[config.mk]
export PLATFORM = sky130hd
export DESIGN_NAME = toroidal_nearest_seed_labeler
export DESIGN_NICKNAME = d
export VERILOG_FILES = /design/src/hdl/tnsl_pkg.sv /design/src/hdl/toroidal_nearest_seed_labeler.sv /design/src/hdl/tnsl_ram.sv /design/src/hdl/tnsl_fold.sv /design/src/hdl/tnsl_dist.sv
export SDC_FILE = /design/constraint.sdc
export NUM_CORES = 1
export LEC_CHECK = 0
export ABC_AREA = 1
export BUFFER_PORTS_ARGS = -buffer_cell sky130_fd_sc_hd__buf_2
export CAP_MARGIN = 20
export CORE_MARGIN = 8
export CORE_UTILIZATION = 58
export DETAILED_ROUTE_END_ITERATION = 10
export PLACE_DENSITY = 0.72
export SLEW_MARGIN = 5
export SYNTH_ARGS = -nofsm -noshare
export SYNTH_HDL_FRONTEND = slang
export SYNTH_HIERARCHICAL = 1
export SYNTH_SLANG_ARGS = --single-unit
[constraint.sdc]
create_clock -name clk -period 20.4 [get_ports clk]
set_clock_uncertainty 0.1 [all_clocks]
set_input_delay 4.08 -clock clk [delete_from_list [all_inputs] [get_ports clk]]
set_output_delay 4.08 -clock clk [all_outputs]
set_load 0.005 [all_outputs]
[src/hdl/tnsl_pkg.sv]
`default_nettype none

package tnsl_pkg;

  // Fixed field widths
  localparam int COORD_W     = 16;
  localparam int LABEL_W     = 3;
  localparam int KIND_W      = 2;
  localparam int GRID_W      = 9;
  localparam int CFG_INDEX_W = 1;

  // Fold unit: input bits consumed per cycle
  localparam int FOLD_BITS   = 4;
  localparam int FOLD_STEPS  = COORD_W / FOLD_BITS;
  localparam int FOLD_CNT_W  = $clog2(FOLD_STEPS);

  // Register reset values
  localparam logic [GRID_W-1:0]  GRID_RESET  = 9'd64;
  localparam logic [LABEL_W-1:0] LABEL_RESET = 3'd0;

  // Item kinds
  localparam logic [KIND_W-1:0] KIND_CLEAR = 2'd0;
  localparam logic [KIND_W-1:0] KIND_ADD   = 2'd1;
  localparam logic [KIND_W-1:0] KIND_QUERY = 2'd2;

  // Register indexes
  localparam logic [CFG_INDEX_W-1:0] REG_GRID_SIZE     = 1'b0;
  localparam logic [CFG_INDEX_W-1:0] REG_DEFAULT_LABEL = 1'b1;

  // Sequencer states
  typedef enum logic [2:0] {
    ST_IDLE = 3'b001,
    ST_FOLD = 3'b010,
    ST_SCAN = 3'b100
  } state_t;

  // Fold unit control
  typedef struct packed {
    logic load;
    logic neg_x;
    logic neg_y;
  } fold_ctrl_t;

  // Distance pipeline status
  typedef struct packed {
    logic busy;
    logic valid;
  } dist_stat_t;

endpackage

`default_nettype wire

[src/hdl/toroidal_nearest_seed_labeler.sv]
`default_nettype none

// A clear or an unused kind is taken without entering the fold; an add or a query first passes
// the 4-bit per-cycle modulo fold, and a query on a nonempty store then feeds one seed per cycle
// through the shared distance pipeline.
// Throughput: one word at a time; busy stays high until the item is finished.
// Reset (rst, synchronous, active high): seed store empty, grid_size 64, default_label 0.
// Results are strobed for one cycle on done; the receiver cannot stall.
module toroidal_nearest_seed_labeler #(
  parameter int MAX_SEEDS = 16,
  parameter int MAX_GRID  = 256
) (
  input  logic                                 clk,
  input  logic                                 rst,
  input  logic                                 start,
  output logic                                 busy,
  input  logic [tnsl_pkg::KIND_W-1:0]          kind,
  input  logic signed [tnsl_pkg::COORD_W-1:0]  coord_x,
  input  logic signed [tnsl_pkg::COORD_W-1:0]  coord_y,
  input  logic [tnsl_pkg::LABEL_W-1:0]         seed_label_in,
  output logic                                 done,
  output logic [tnsl_pkg::LABEL_W-1:0]         cell_label,
  input  logic                                 cfg_write,
  input  logic [tnsl_pkg::CFG_INDEX_W-1:0]     cfg_index,
  input  logic [tnsl_pkg::GRID_W-1:0]          cfg_data
);

  localparam int GRID_CAP = (MAX_GRID < 511) ? MAX_GRID : 511;
  localparam int CW       = $clog2(GRID_CAP);
  localparam int NW       = CW + 1;
  localparam int TW       = $clog2(MAX_SEEDS + 1);
  localparam int AW       = (MAX_SEEDS > 1) ? $clog2(MAX_SEEDS) : 1;
  localparam int EW       = 2 * CW + tnsl_pkg::LABEL_W;
  localparam int DSW      = 2 * (CW + 2) + 1;

  tnsl_pkg::state_t               state;
  tnsl_pkg::state_t               state_next;
  logic [tnsl_pkg::GRID_W-1:0]    grid_size;
  logic [tnsl_pkg::LABEL_W-1:0]   default_label;
  logic [tnsl_pkg::GRID_W-1:0]    grid_clamp;
  logic [NW-1:0]                  n_eff;
  logic [NW-1:0]                  n_reg;
  logic [tnsl_pkg::KIND_W-1:0]    kind_reg;
  logic [tnsl_pkg::LABEL_W-1:0]   label_reg;
  logic [TW-1:0]                  seed_total;
  logic [TW-1:0]                  cnt;
  logic [CW-1:0]                  qx;
  logic [CW-1:0]                  qy;
  logic                           rd_valid;
  logic                           found;
  logic [DSW-1:0]                 best_dist;
  logic [tnsl_pkg::LABEL_W-1:0]   best_label;
  logic                           accept;
  logic                           issue;
  logic                           scan_end;
  logic                           store_we;
  logic [tnsl_pkg::COORD_W-1:0]   cx_u;
  logic [tnsl_pkg::COORD_W-1:0]   cy_u;
  logic [tnsl_pkg::COORD_W-1:0]   mag_x;
  logic [tnsl_pkg::COORD_W-1:0]   mag_y;
  tnsl_pkg::fold_ctrl_t           fold_ctrl;
  logic                           fold_done;
  logic [CW-1:0]                  fold_x;
  logic [CW-1:0]                  fold_y;
  logic [EW-1:0]                  rd_entry;
  tnsl_pkg::dist_stat_t           dstat;
  logic [DSW-1:0]                 dist_sum;
  logic [tnsl_pkg::LABEL_W-1:0]   dist_label;

  // Handshake
  assign busy   = (state != tnsl_pkg::ST_IDLE);
  assign accept = start && !busy;

  // Effective grid size: 0 acts as 1, clamp to the largest grid
  always_comb begin
    if (grid_size == '0) begin
      grid_clamp = tnsl_pkg::GRID_W'(1);
    end else if (grid_size > tnsl_pkg::GRID_W'(GRID_CAP)) begin
      grid_clamp = tnsl_pkg::GRID_W'(GRID_CAP);
    end else begin
      grid_clamp = grid_size;
    end
  end
  assign n_eff = NW'(grid_clamp);

  // Sign and magnitude for the fold unit
  assign cx_u  = unsigned'(coord_x);
  assign cy_u  = unsigned'(coord_y);
  assign mag_x = cx_u[tnsl_pkg::COORD_W-1] ? (~cx_u + 1'b1) : cx_u;
  assign mag_y = cy_u[tnsl_pkg::COORD_W-1] ? (~cy_u + 1'b1) : cy_u;

  assign fold_ctrl.load  = accept && (kind inside {tnsl_pkg::KIND_ADD, tnsl_pkg::KIND_QUERY});
  assign fold_ctrl.neg_x = cx_u[tnsl_pkg::COORD_W-1];
  assign fold_ctrl.neg_y = cy_u[tnsl_pkg::COORD_W-1];

  tnsl_fold #(
    .CW (CW)
  ) u_fold (
    .clk    (clk),
    .rst    (rst),
    .ctrl   (fold_ctrl),
    .mag_x  (mag_x),
    .mag_y  (mag_y),
    .n      (n_reg),
    .done   (fold_done),
    .fold_x (fold_x),
    .fold_y (fold_y)
  );

  // Seed store
  assign store_we = (state == tnsl_pkg::ST_FOLD) && fold_done &&
                    (kind_reg == tnsl_pkg::KIND_ADD) && (seed_total < TW'(MAX_SEEDS));

  tnsl_ram #(
    .WIDTH (EW),
    .DEPTH (MAX_SEEDS)
  ) u_store (
    .clk   (clk),
    .we    (store_we),
    .waddr (seed_total[AW-1:0]),
    .wdata ({fold_x, fold_y, label_reg}),
    .raddr (cnt[AW-1:0]),
    .rdata (rd_entry)
  );

  tnsl_dist #(
    .CW (CW)
  ) u_dist (
    .clk       (clk),
    .rst       (rst),
    .in_valid  (rd_valid),
    .qx        (qx),
    .qy        (qy),
    .sx        (rd_entry[EW-1 -: CW]),
    .sy        (rd_entry[tnsl_pkg::LABEL_W +: CW]),
    .label_in  (rd_entry[tnsl_pkg::LABEL_W-1:0]),
    .n         (n_reg),
    .stat      (dstat),
    .dist_sum  (dist_sum),
    .label_out (dist_label)
  );

  // Scan control
  assign issue    = (state == tnsl_pkg::ST_SCAN) && (cnt < seed_total);
  assign scan_end = (state == tnsl_pkg::ST_SCAN) && !issue && !rd_valid && !dstat.busy;

  // Next state
  always_comb begin
    state_next = state;
    case (state)
      tnsl_pkg::ST_IDLE: begin
        if (fold_ctrl.load) begin
          state_next = tnsl_pkg::ST_FOLD;
        end
      end
      tnsl_pkg::ST_FOLD: begin
        if (fold_done) begin
          if (kind_reg == tnsl_pkg::KIND_QUERY && seed_total != '0) begin
            state_next = tnsl_pkg::ST_SCAN;
          end else begin
            state_next = tnsl_pkg::ST_IDLE;
          end
        end
      end
      tnsl_pkg::ST_SCAN: begin
        if (scan_end) begin
          state_next = tnsl_pkg::ST_IDLE;
        end
      end
      default: state_next = tnsl_pkg::ST_IDLE;
    endcase
  end

  // Control registers
  always_ff @(posedge clk) begin
    if (rst) begin
      state         <= tnsl_pkg::ST_IDLE;
      grid_size     <= tnsl_pkg::GRID_RESET;
      default_label <= tnsl_pkg::LABEL_RESET;
      seed_total    <= '0;
      rd_valid      <= 1'b0;
      done          <= 1'b0;
    end else begin
      state    <= state_next;
      rd_valid <= issue;
      done     <= 1'b0;

      // config writes
      if (cfg_write) begin
        case (cfg_index)
          tnsl_pkg::REG_GRID_SIZE:     grid_size     <= cfg_data;
          tnsl_pkg::REG_DEFAULT_LABEL: default_label <= cfg_data[tnsl_pkg::LABEL_W-1:0];
          default: ;
        endcase
      end

      if (accept && kind == tnsl_pkg::KIND_CLEAR) begin
        seed_total <= '0;
      end
      if (store_we) begin
        seed_total <= seed_total + 1'b1;
      end

      // query with an empty store, or end of scan
      if (state == tnsl_pkg::ST_FOLD && fold_done && kind_reg == tnsl_pkg::KIND_QUERY &&
          seed_total == '0) begin
        done <= 1'b1;
      end
      if (scan_end) begin
        done <= 1'b1;
      end
    end
  end

  // Item payload, scan counter and running minimum
  always_ff @(posedge clk) begin
    if (accept) begin
      kind_reg  <= kind;
      label_reg <= seed_label_in;
      n_reg     <= n_eff;
    end
    if (state == tnsl_pkg::ST_FOLD && fold_done) begin
      qx    <= fold_x;
      qy    <= fold_y;
      cnt   <= '0;
      found <= 1'b0;
    end else if (issue) begin
      cnt <= cnt + 1'b1;
    end
    // first strictly smaller distance wins
    if (dstat.valid && (!found || dist_sum < best_dist)) begin
      found      <= 1'b1;
      best_dist  <= dist_sum;
      best_label <= dist_label;
    end
    if (state == tnsl_pkg::ST_FOLD && fold_done) begin
      cell_label <= default_label;
    end else if (scan_end) begin
      cell_label <= best_label;
    end
  end

endmodule

`default_nettype wire

[src/hdl/tnsl_ram.sv]
`default_nettype none

module tnsl_ram #(
  parameter int WIDTH = 8,
  parameter int DEPTH = 16
) (
  input  logic                                   clk,
  input  logic                                   we,
  input  logic [((DEPTH > 1) ? $clog2(DEPTH) : 1)-1:0] waddr,
  input  logic [WIDTH-1:0]                       wdata,
  input  logic [((DEPTH > 1) ? $clog2(DEPTH) : 1)-1:0] raddr,
  output logic [WIDTH-1:0]                       rdata
);

  logic [WIDTH-1:0] mem [DEPTH];

  // One write port, one registered read port
  always_ff @(posedge clk) begin
    if (we) begin
      mem[waddr] <= wdata;
    end
    rdata <= mem[raddr];
  end

endmodule

`default_nettype wire

[src/hdl/tnsl_fold.sv]
`default_nettype none

module tnsl_fold #(
  parameter int CW = 8
) (
  input  logic                           clk,
  input  logic                           rst,
  input  tnsl_pkg::fold_ctrl_t           ctrl,
  input  logic [tnsl_pkg::COORD_W-1:0]   mag_x,
  input  logic [tnsl_pkg::COORD_W-1:0]   mag_y,
  input  logic [CW:0]                    n,
  output logic                           done,
  output logic [CW-1:0]                  fold_x,
  output logic [CW-1:0]                  fold_y
);

  localparam int NW = CW + 1;

  logic [tnsl_pkg::COORD_W-1:0]   sh_x;
  logic [tnsl_pkg::COORD_W-1:0]   sh_y;
  logic [NW-1:0]                  rem_x;
  logic [NW-1:0]                  rem_y;
  logic                           neg_x;
  logic                           neg_y;
  logic [tnsl_pkg::FOLD_CNT_W-1:0] step_cnt;
  logic                           running;

  // Restoring remainder over a few bits: shift in a bit, subtract n if it fits
  function automatic logic [NW-1:0] mod_steps(
    input logic [NW-1:0]                  r_in,
    input logic [tnsl_pkg::FOLD_BITS-1:0] bits,
    input logic [NW-1:0]                  m
  );
    logic [NW:0]   t;
    logic [NW-1:0] r;
    r = r_in;
    for (int i = tnsl_pkg::FOLD_BITS - 1; i >= 0; i--) begin
      t = {r, bits[i]};
      if (t >= {1'b0, m}) begin
        t = t - {1'b0, m};
      end
      r = t[NW-1:0];
    end
    return r;
  endfunction

  // Step counter and completion pulse
  always_ff @(posedge clk) begin
    if (rst) begin
      running  <= 1'b0;
      done     <= 1'b0;
      step_cnt <= '0;
    end else begin
      done <= 1'b0;
      if (ctrl.load) begin
        running  <= 1'b1;
        step_cnt <= '0;
      end else if (running) begin
        step_cnt <= step_cnt + 1'b1;
        if (step_cnt == tnsl_pkg::FOLD_CNT_W'(tnsl_pkg::FOLD_STEPS - 1)) begin
          running <= 1'b0;
          done    <= 1'b1;
        end
      end
    end
  end

  // Both axes, MSB first
  always_ff @(posedge clk) begin
    if (ctrl.load) begin
      sh_x  <= mag_x;
      sh_y  <= mag_y;
      rem_x <= '0;
      rem_y <= '0;
      neg_x <= ctrl.neg_x;
      neg_y <= ctrl.neg_y;
    end else if (running) begin
      rem_x <= mod_steps(rem_x, sh_x[tnsl_pkg::COORD_W-1 -: tnsl_pkg::FOLD_BITS], n);
      rem_y <= mod_steps(rem_y, sh_y[tnsl_pkg::COORD_W-1 -: tnsl_pkg::FOLD_BITS], n);
      sh_x  <= sh_x << tnsl_pkg::FOLD_BITS;
      sh_y  <= sh_y << tnsl_pkg::FOLD_BITS;
    end
  end

  // Floor modulo: a negative value with a nonzero remainder maps to n - r
  assign fold_x = (neg_x && rem_x != '0) ? CW'(n - rem_x) : CW'(rem_x);
  assign fold_y = (neg_y && rem_y != '0) ? CW'(n - rem_y) : CW'(rem_y);

endmodule

`default_nettype wire

[src/hdl/tnsl_dist.sv]
`default_nettype none

module tnsl_dist #(
  parameter int CW = 8
) (
  input  logic                           clk,
  input  logic                           rst,
  input  logic                           in_valid,
  input  logic [CW-1:0]                  qx,
  input  logic [CW-1:0]                  qy,
  input  logic [CW-1:0]                  sx,
  input  logic [CW-1:0]                  sy,
  input  logic [tnsl_pkg::LABEL_W-1:0]   label_in,
  input  logic [CW:0]                    n,
  output tnsl_pkg::dist_stat_t           stat,
  output logic [2*(CW+2):0]              dist_sum,
  output logic [tnsl_pkg::LABEL_W-1:0]   label_out
);

  localparam int NW = CW + 1;
  localparam int DW = CW + 2;
  localparam int SW = 2 * DW;

  logic signed [DW-1:0]          wx;
  logic signed [DW-1:0]          wy;
  logic signed [SW-1:0]          px;
  logic signed [SW-1:0]          py;
  logic [SW-1:0]                 sq_x;
  logic [SW-1:0]                 sq_y;
  logic [tnsl_pkg::LABEL_W-1:0]  label_s1;
  logic                          valid_s1;
  logic                          valid_s2;

  // Per-axis difference with a single toroidal wrap step
  function automatic logic signed [DW-1:0] wrap_diff(
    input logic [CW-1:0] a,
    input logic [CW-1:0] b,
    input logic [NW-1:0] m
  );
    logic signed [DW-1:0] d;
    logic signed [DW-1:0] half;
    logic signed [DW-1:0] mm;
    d    = signed'({2'b00, a}) - signed'({2'b00, b});
    half = signed'({1'b0, m >> 1});
    mm   = signed'({1'b0, m});
    if (d > half) begin
      d = d - mm;
    end else if (d < -half) begin
      d = d + mm;
    end
    return d;
  endfunction

  assign wx = wrap_diff(qx, sx, n);
  assign wy = wrap_diff(qy, sy, n);
  assign px = wx * wx;
  assign py = wy * wy;

  // Stage valids
  always_ff @(posedge clk) begin
    if (rst) begin
      valid_s1 <= 1'b0;
      valid_s2 <= 1'b0;
    end else begin
      valid_s1 <= in_valid;
      valid_s2 <= valid_s1;
    end
  end

  // Square, then sum
  always_ff @(posedge clk) begin
    sq_x      <= unsigned'(px);
    sq_y      <= unsigned'(py);
    label_s1  <= label_in;
    dist_sum  <= {1'b0, sq_x} + {1'b0, sq_y};
    label_out <= label_s1;
  end

  assign stat.busy  = valid_s1 | valid_s2;
  assign stat.valid = valid_s2;

endmodule

`default_nettype wire

==> reports/results.ini, run 1 <==
[yosys]
synth_area_um2 = 38300
seq_area_frac_synth_pct = 38.1
yosys.cell_types.count = 66
avgSynthCellArea_um2 = 8.52
synth_nets = 5051
yosysWarningCount = 6
syn_inst = 4496
synth_edf_count = 395
synth_seq_cells = 531
synth-main-ff-cell = edfxtp_1
synthArstFlopShare_pct = 0

[clock_tree]
postCtsHoldBufs = 0
post-cts-setup-buffer-count = 0
cts_htree_levels = 2
clockBufferDepth = 3
post_cts_resized = 0
cts_buffers = 56
clkLatencyLatePin_ns = 0.65
cts_sinks = 531
cts_tree = yes
cts_root_buf = clkbuf_16
cts.clk_slew.worst_paths_ns = 0.06

[floorplanning]
die_area_um2 = 74600
coreArea_um2 = 65600
fp-row-count = 94
initial_core_util_pct = 58.4
die_w_um = 273
die_y_um = 273
boundaryPins = 56

[cells_and_area]
ff_latch_area_um2 = 14600
antenna_cells = 0
drive_gt1_share_pct = 8.16
nFillCells = 5621
top_register = u_store/mem
multi_input_area_um2 = 19800
final_common_cell = nand2_1
layout_common_cells = nand2_1 (1114), inv_1 (883), edfxtp_1 (395), nand3_1 (358), ha_1 (331)
synthToLayoutAreaGrowth_pct = 8.10
largest_reg_flops = 304
layout.nets = 5117
top_regs = u_store/mem: 304 flops, best_dist: 21 flops, u_dist/dist_sum: 21 flops

[detailed_routing]
vias = 28800
drcViolationCount = 0
wl_per_cell_um = 16.1
first_pass_iters = 6
viasPerCell = 5.25
ant_nets = 0
routed_wl_um = 88200
first_iter_violations = 2125

[timing]
slew_viol_final = 0
tightest_slew_ns = 1.02
hold_viol = 0
relSlewSlack_pct = 31.6
timing.final.crit_share_pct = 42.5
setup_viol = 0
layout_min_cycle_time_ns = 8.66
rsz0062_at_grt = no
fmax_mhz = 115
tns_ns = 0

[global_routing]
grt_antenna_before_repair = 1
grt_pass1_wl_um = 143000
overflow = 0
grt_max_degree = 83
grt_pass1_vias = 28200
gr-usage-all-layers_pct = 23.5

[critical_path]
cp_slowest_cell = fa_1
start_kind = flip-flop
max_stage_delay_ns = 0.54
crit_fanout = 11
crit_arrival_ns = 9.03
critPathRequiredTime_ns = 20.77
worstSetupPathType = flip-flop to flip-flop
end_kind = flip-flop

[status]
outcome = completed

[placed_design]
portBuffers = 55
globalplace.congestion = 0.923
dpl.hpwl_um = 62600

[min_path]
hp-class = flip-flop to flip-flop

[job]
maxCapViolations = 0

==> worst max-delay path: cells and delay by family, from the launching register on <==
kind / cells / cell delay, ns
AND/OR/NAND/NOR: 12 / 1.52
XOR/XNOR: 2 / 0.47
adder cells (fa/ha/maj): 8 / 3.31
AO/OA/AOI/OAI: 9 / 1.81
buffers and inverters: 8 / 0.94
flip-flops: 1 / 0.37
==> stage by stage <==
step	instances	area, um2	hold WS, ns	setup WS (ns)	utilization (%)
2_1_floorplan	4496	38300	0.210	12.76	-
3_3_place_gp	5368	39500	0.216	11.91	60.2
3_5_place_dp	5368	39500	0.215	11.74	60.2
4_1_cts	5474	41400	0.240	11.76	63.1
5_1_grt	5474	41400	0.250	11.04	63.1
6_report	5474	41400	0.233	11.74	63.1
==> cell families (layout without fill, tap and decap cells) <==
family | Yosys count | in the layout | synth area share (%)
fa+ha+maj | 504 | 504 | 19.8
xor+xnor | 178 | 178 | 4.07
buf+inv | 1008 | 1122 | 10.5
compound gates | 387 | 387 | 5.93
simple gates | 1888 | 1888 | 21.6
flops | 531 | 531 | 38.1
==> layer usage <==
metal | part of all wire [%] | wire, um | GRT usage (%) | vias up
met5 | 0 | 0 | 0 | -
met4 | 2.2 | 1930 | 5.46 | 0
met3 | 6.1 | 5380 | 3.23 | 131
met2 | 48 | 42400 | 40.2 | 794
met1 | 44 | 38500 | 31.4 | 13400
li1 | - | - | - | 14400
==> Yosys cell counts (all sizes together), types with 2 or more instances <==
cell type / n / area (um2)
a211oi: 2 / 15.0
a21boi: 4 / 33.8
a21o: 10 / 75.1
a21oi: 181 / 1000
a31o: 2 / 17.5
a31oi: 10 / 77.6
buf: 67 / 467
clkbuf: 27 / 101
clkinv: 4 / 16.3
dfxtp: 136 / 2720
edfxtp: 395 / 11900
fa: 173 / 3460
ha: 331 / 4140
inv: 910 / 3420
nand2: 1155 / 4500
nand3: 378 / 2040
nand3b: 11 / 82.6
nand4: 30 / 200
nor2: 263 / 1150
nor3: 26 / 158
nor4: 11 / 68.8
o211ai: 10 / 80.1
o21a: 3 / 22.5
o21ai: 134 / 701
o21bai: 12 / 93.8
o22ai: 4 / 25.0
o311ai: 3 / 26.3
o31a: 2 / 17.5
o31ai: 7 / 57.6
or2: 12 / 75.1
xnor2: 58 / 508
xor2: 120 / 1050
==> final timing paths <==
check / startpoint / to / slack, ns / cells after the start
worst min register to register: u_dist/label_s1[1]$_DFF_P_ / u_dist/label_out[1]$_DFF_P_ / 0.23 / 0
worst max-delay path: qy[2]$_DFFE_PP_ / u_dist/sq_y[16]$_DFF_P_ / 11.74 / 39
worst min-delay path: u_dist/label_s1[1]$_DFF_P_ / u_dist/label_out[1]$_DFF_P_ / 0.23 / 0
worst max register to register: qy[2]$_DFFE_PP_ / u_dist/sq_y[16]$_DFF_P_ / 11.74 / 39
==> final cells by class <==
type                    instances  area share, %
multi-input cells            2957           47.8
flip-flops and latches        531           35.2
inverters                     914           8.31
clock buffers                  76           3.74
well taps                     864           2.61
repair buffers                102           1.52
clock inverters                30          0.861
Power of run 1 is not shown: default switching activity piles up to over one toggle a cycle in this logic, so the estimate is an artifact.
==> run 2, diff against run 1 <==
Settings changed: ABC_AREA 1 to 0, PLACE_DENSITY 0.72 to 0.75.
Clock period 20.4 ns to 7.95 ns, I/O delays scaled along.
==> run 2 against run 1 <==
The run now ends with negative setup slack left. Critical path depth decreased by 1. Synthesized cell count decreased by 31%. Flip-flop and latch count unchanged. Global-route usage increased by 2.8 points. Die area decreased by 7.0%. Final cell count decreased by 19%. Clock-buffer cell count decreased by 6. Area after synthesis decreased by 7.4%. Critical path type unchanged. Critical endpoint is now u_dist/sq_y[17]$_DFF_P_.
==> reports/results.ini, run 2 <==
[clock_tree]
postCtsHoldBufs = 0
cts.clk_slew.worst_paths_ns = 0.06
cts_tree = yes
cts_htree_levels = 2
clkLatencyLatePin_ns = 0.63
cts_root_buf = clkbuf_16
cts_sinks = 531
cts_buffers = 53
clockBufferDepth = 3

[global_routing]
grt_pass1_vias = 27400
grt_pass1_wl_um = 146000
gr-usage-all-layers_pct = 26.2
overflow = 0
grt_antenna_before_repair = 2
grt_max_degree = 69

[min_path]
worst_hold_path.endpoint = u_dist/label_s1[2]$_DFF_P_
hp-class = flip-flop to flip-flop
hold_start = u_store/rdata[2]$_DFF_P_
min_path_cells = 0

[floorplanning]
die_area_um2 = 69400
initial_core_util_pct = 58.7
boundaryPins = 56
fp-row-count = 90
die_y_um = 263
coreArea_um2 = 60500
die_w_um = 263

[critical_path]
reg2reg_to = u_dist/sq_y[17]$_DFF_P_
end_kind = flip-flop
crit_arrival_ns = 8.56
cp.depth = 38
regToRegStartpoint = qy[0]$_DFFE_PP_
crit_fanout = 6
worstSetupPathType = flip-flop to flip-flop
max_stage_delay_ns = 0.51
cp_slowest_cell = fa_1
reg2reg_depth = 38
start_kind = flip-flop
crit_family = adder cells
critPathRequiredTime_ns = 8.36
r2r_slack_ns = -0.21
path_buf_inv = 9

[cells_and_area]
layout_common_cells = buf_4 (438), edfxtp_1 (395), inv_1 (365), ha_1 (275), nand2_1 (174)
layout.nets = 4186
nFillCells = 3884
stdcell_area_um2 = 44300
top_regs = u_store/mem: 304 flops, best_dist: 21 flops, u_dist/dist_sum: 21 flops
synthToLayoutAreaGrowth_pct = 24.9
layout.cells.non_filler = 4459
largest_reg_flops = 304
drive_gt1_share_pct = 32.3
top_register = u_store/mem
final_common_cell = buf_4

[yosys]
synth_area_um2 = 35500
synth_top_area_share_pct = 33.4
synthTopCellsByCount = inv_1 (410), edfxtp_1 (395), ha_1 (331)
yosys.area.top_type = edfxtp_1
synth_most_common_cell = inv_1
seq_area_frac_synth_pct = 41.1
synth_nets = 3647
synth.area.top_cells = edfxtp_1 (33%), ha_1 (12%), fa_1 (9.8%)
syn_inst = 3092
synth-main-ff-cell = edfxtp_1
yosysWarningCount = 6
avgSynthCellArea_um2 = 11.5
synth_edf_count = 395
synth_seq_cells = 531
synthArstFlopShare_pct = 0
yosys.cell_types.count = 108

[timing]
timing.final.crit_share_pct = 103
rsz0062_at_grt = yes
slew_viol_final = 0
layout_min_cycle_time_ns = 8.16
fmax_mhz = 123
setup_viol = 8
hold_viol = 0
fin_ws_ns = -0.209
tightest_slew_ns = 1.18
relSlewSlack_pct = 21.4

[placed_design]
place_inst = 4245
placed_area_um2 = 39800
portBuffers = 55
dpl.hpwl_um = 65700
globalplace.congestion = 0.913

[status]
violations = negative setup slack
outcome = complete, but fails checks

[detailed_routing]
wl_per_cell_um = 21.5
drcViolationCount = 0
routed_wl_um = 95800
viasPerCell = 5.90
vias = 26300
first_iter_violations = 2116
first_pass_iters = 7
ant_nets = 0

[job]
maxCapViolations = 0

-- run 2: cell count changes in the layout (fill, tap and decap cells not counted), sizes merged, moves of 41 or more --
| cell | previous run | this run |
|---|---|---|
| a22oi | 0 | 41 |
| buf | 102 | 552 |
| inv | 910 | 413 |
| mux2 | 0 | 52 |
| mux4 | 0 | 76 |
| nand2 | 1155 | 183 |
| nand3 | 378 | 33 |
| nor2 | 263 | 209 |
| nor2b | 0 | 41 |
| xnor2 | 58 | 120 |
| xor2 | 120 | 50 |
-- run 2: worst max-delay path by stage --
| stage | startpoint | endpoint | slack, ns |
|---|---|---|---|
| CTS | qy[0]$_DFFE_PP_ | u_dist/sq_y[18]$_DFF_P_ | -0.15 |
| floorplan | n_reg[1]$_SDFFCE_PP0P_ | u_fold/rem_y[1]$_SDFFE_PP0P_ | -0.16 |
| detailed placement | qy[0]$_DFFE_PP_ | u_dist/sq_y[18]$_DFF_P_ | -0.41 |
| global route | qy[0]$_DFFE_PP_ | u_dist/sq_y[18]$_DFF_P_ | -0.48 |
| global placement | qy[0]$_DFFE_PP_ | u_dist/sq_y[19]$_DFF_P_ | -0.24 |
| finish | qy[0]$_DFFE_PP_ | u_dist/sq_y[17]$_DFF_P_ | -0.21 |
-- run 2: per-layer routing --
metal / part of all wire (%) / wire length (um) / vias up / GRT usage, %
met4: 3.8 / 3680 / 2 / 9.49
met2: 51 / 48600 / 1071 / 46.8
met1: 39 / 37200 / 12900 / 32.3
met3: 6.5 / 6260 / 248 / 3.66
li1: - / - / 12000 / -
met5: 0.014 / 13 / - / 0
-- run 2: cell type report --
cell class	instances	area, um2	area share (%)
inverters	415	1580	3.56
clock buffers	70	1470	3.32
repair buffers	552	4260	9.60
flip-flops and latches	531	14600	32.9
clock inverters	30	387	0.872
diodes	1	2.50	0.00564
well taps	782	978	2.21
multi-input cells	2078	21100	47.5
-- run 2: cell families (layout without fill, tap and decap cells) --
group | Yosys count | in the layout | synth area share, %
AOI/OAI and AO/OA | 535 | 536 | 10.9
xor gates and xnor gates | 170 | 170 | 4.24
adders and majority gates | 504 | 504 | 21.4
buffers and inverters | 484 | 1067 | 5.43
DFF | 531 | 531 | 41.1
muxes | 143 | 143 | 6.91
other | 0 | 1 | 0
and+or+nand+nor | 725 | 725 | 10.0
-- run 2: what timing repair did --
item	4_1_cts	5_1_grt
pin swaps	102	153
buffers inserted	39	73
gates cloned	1	1
endpoints found under the setup margin	32	36
endpoints found under the hold margin	0	0
gates resized for setup	136	255
-- run 2: stage by stage --
step / utilization [%] / setup TNS (ns) / setup slack (ns) / hold WS, ns
after global placement: 65.8 / -1.41 / -0.238 / 0.213
after global routing: 73.3 / -3.83 / -0.483 / 0.234
after CTS: 70.5 / -0.217 / -0.148 / 0.230
final: 73.3 / -0.741 / -0.209 / 0.228
after detailed placement: 65.8 / -3.37 / -0.411 / 0.213
after floorplan: - / -0.465 / -0.163 / 0.210
Power of run 2 is left out for the same reason.
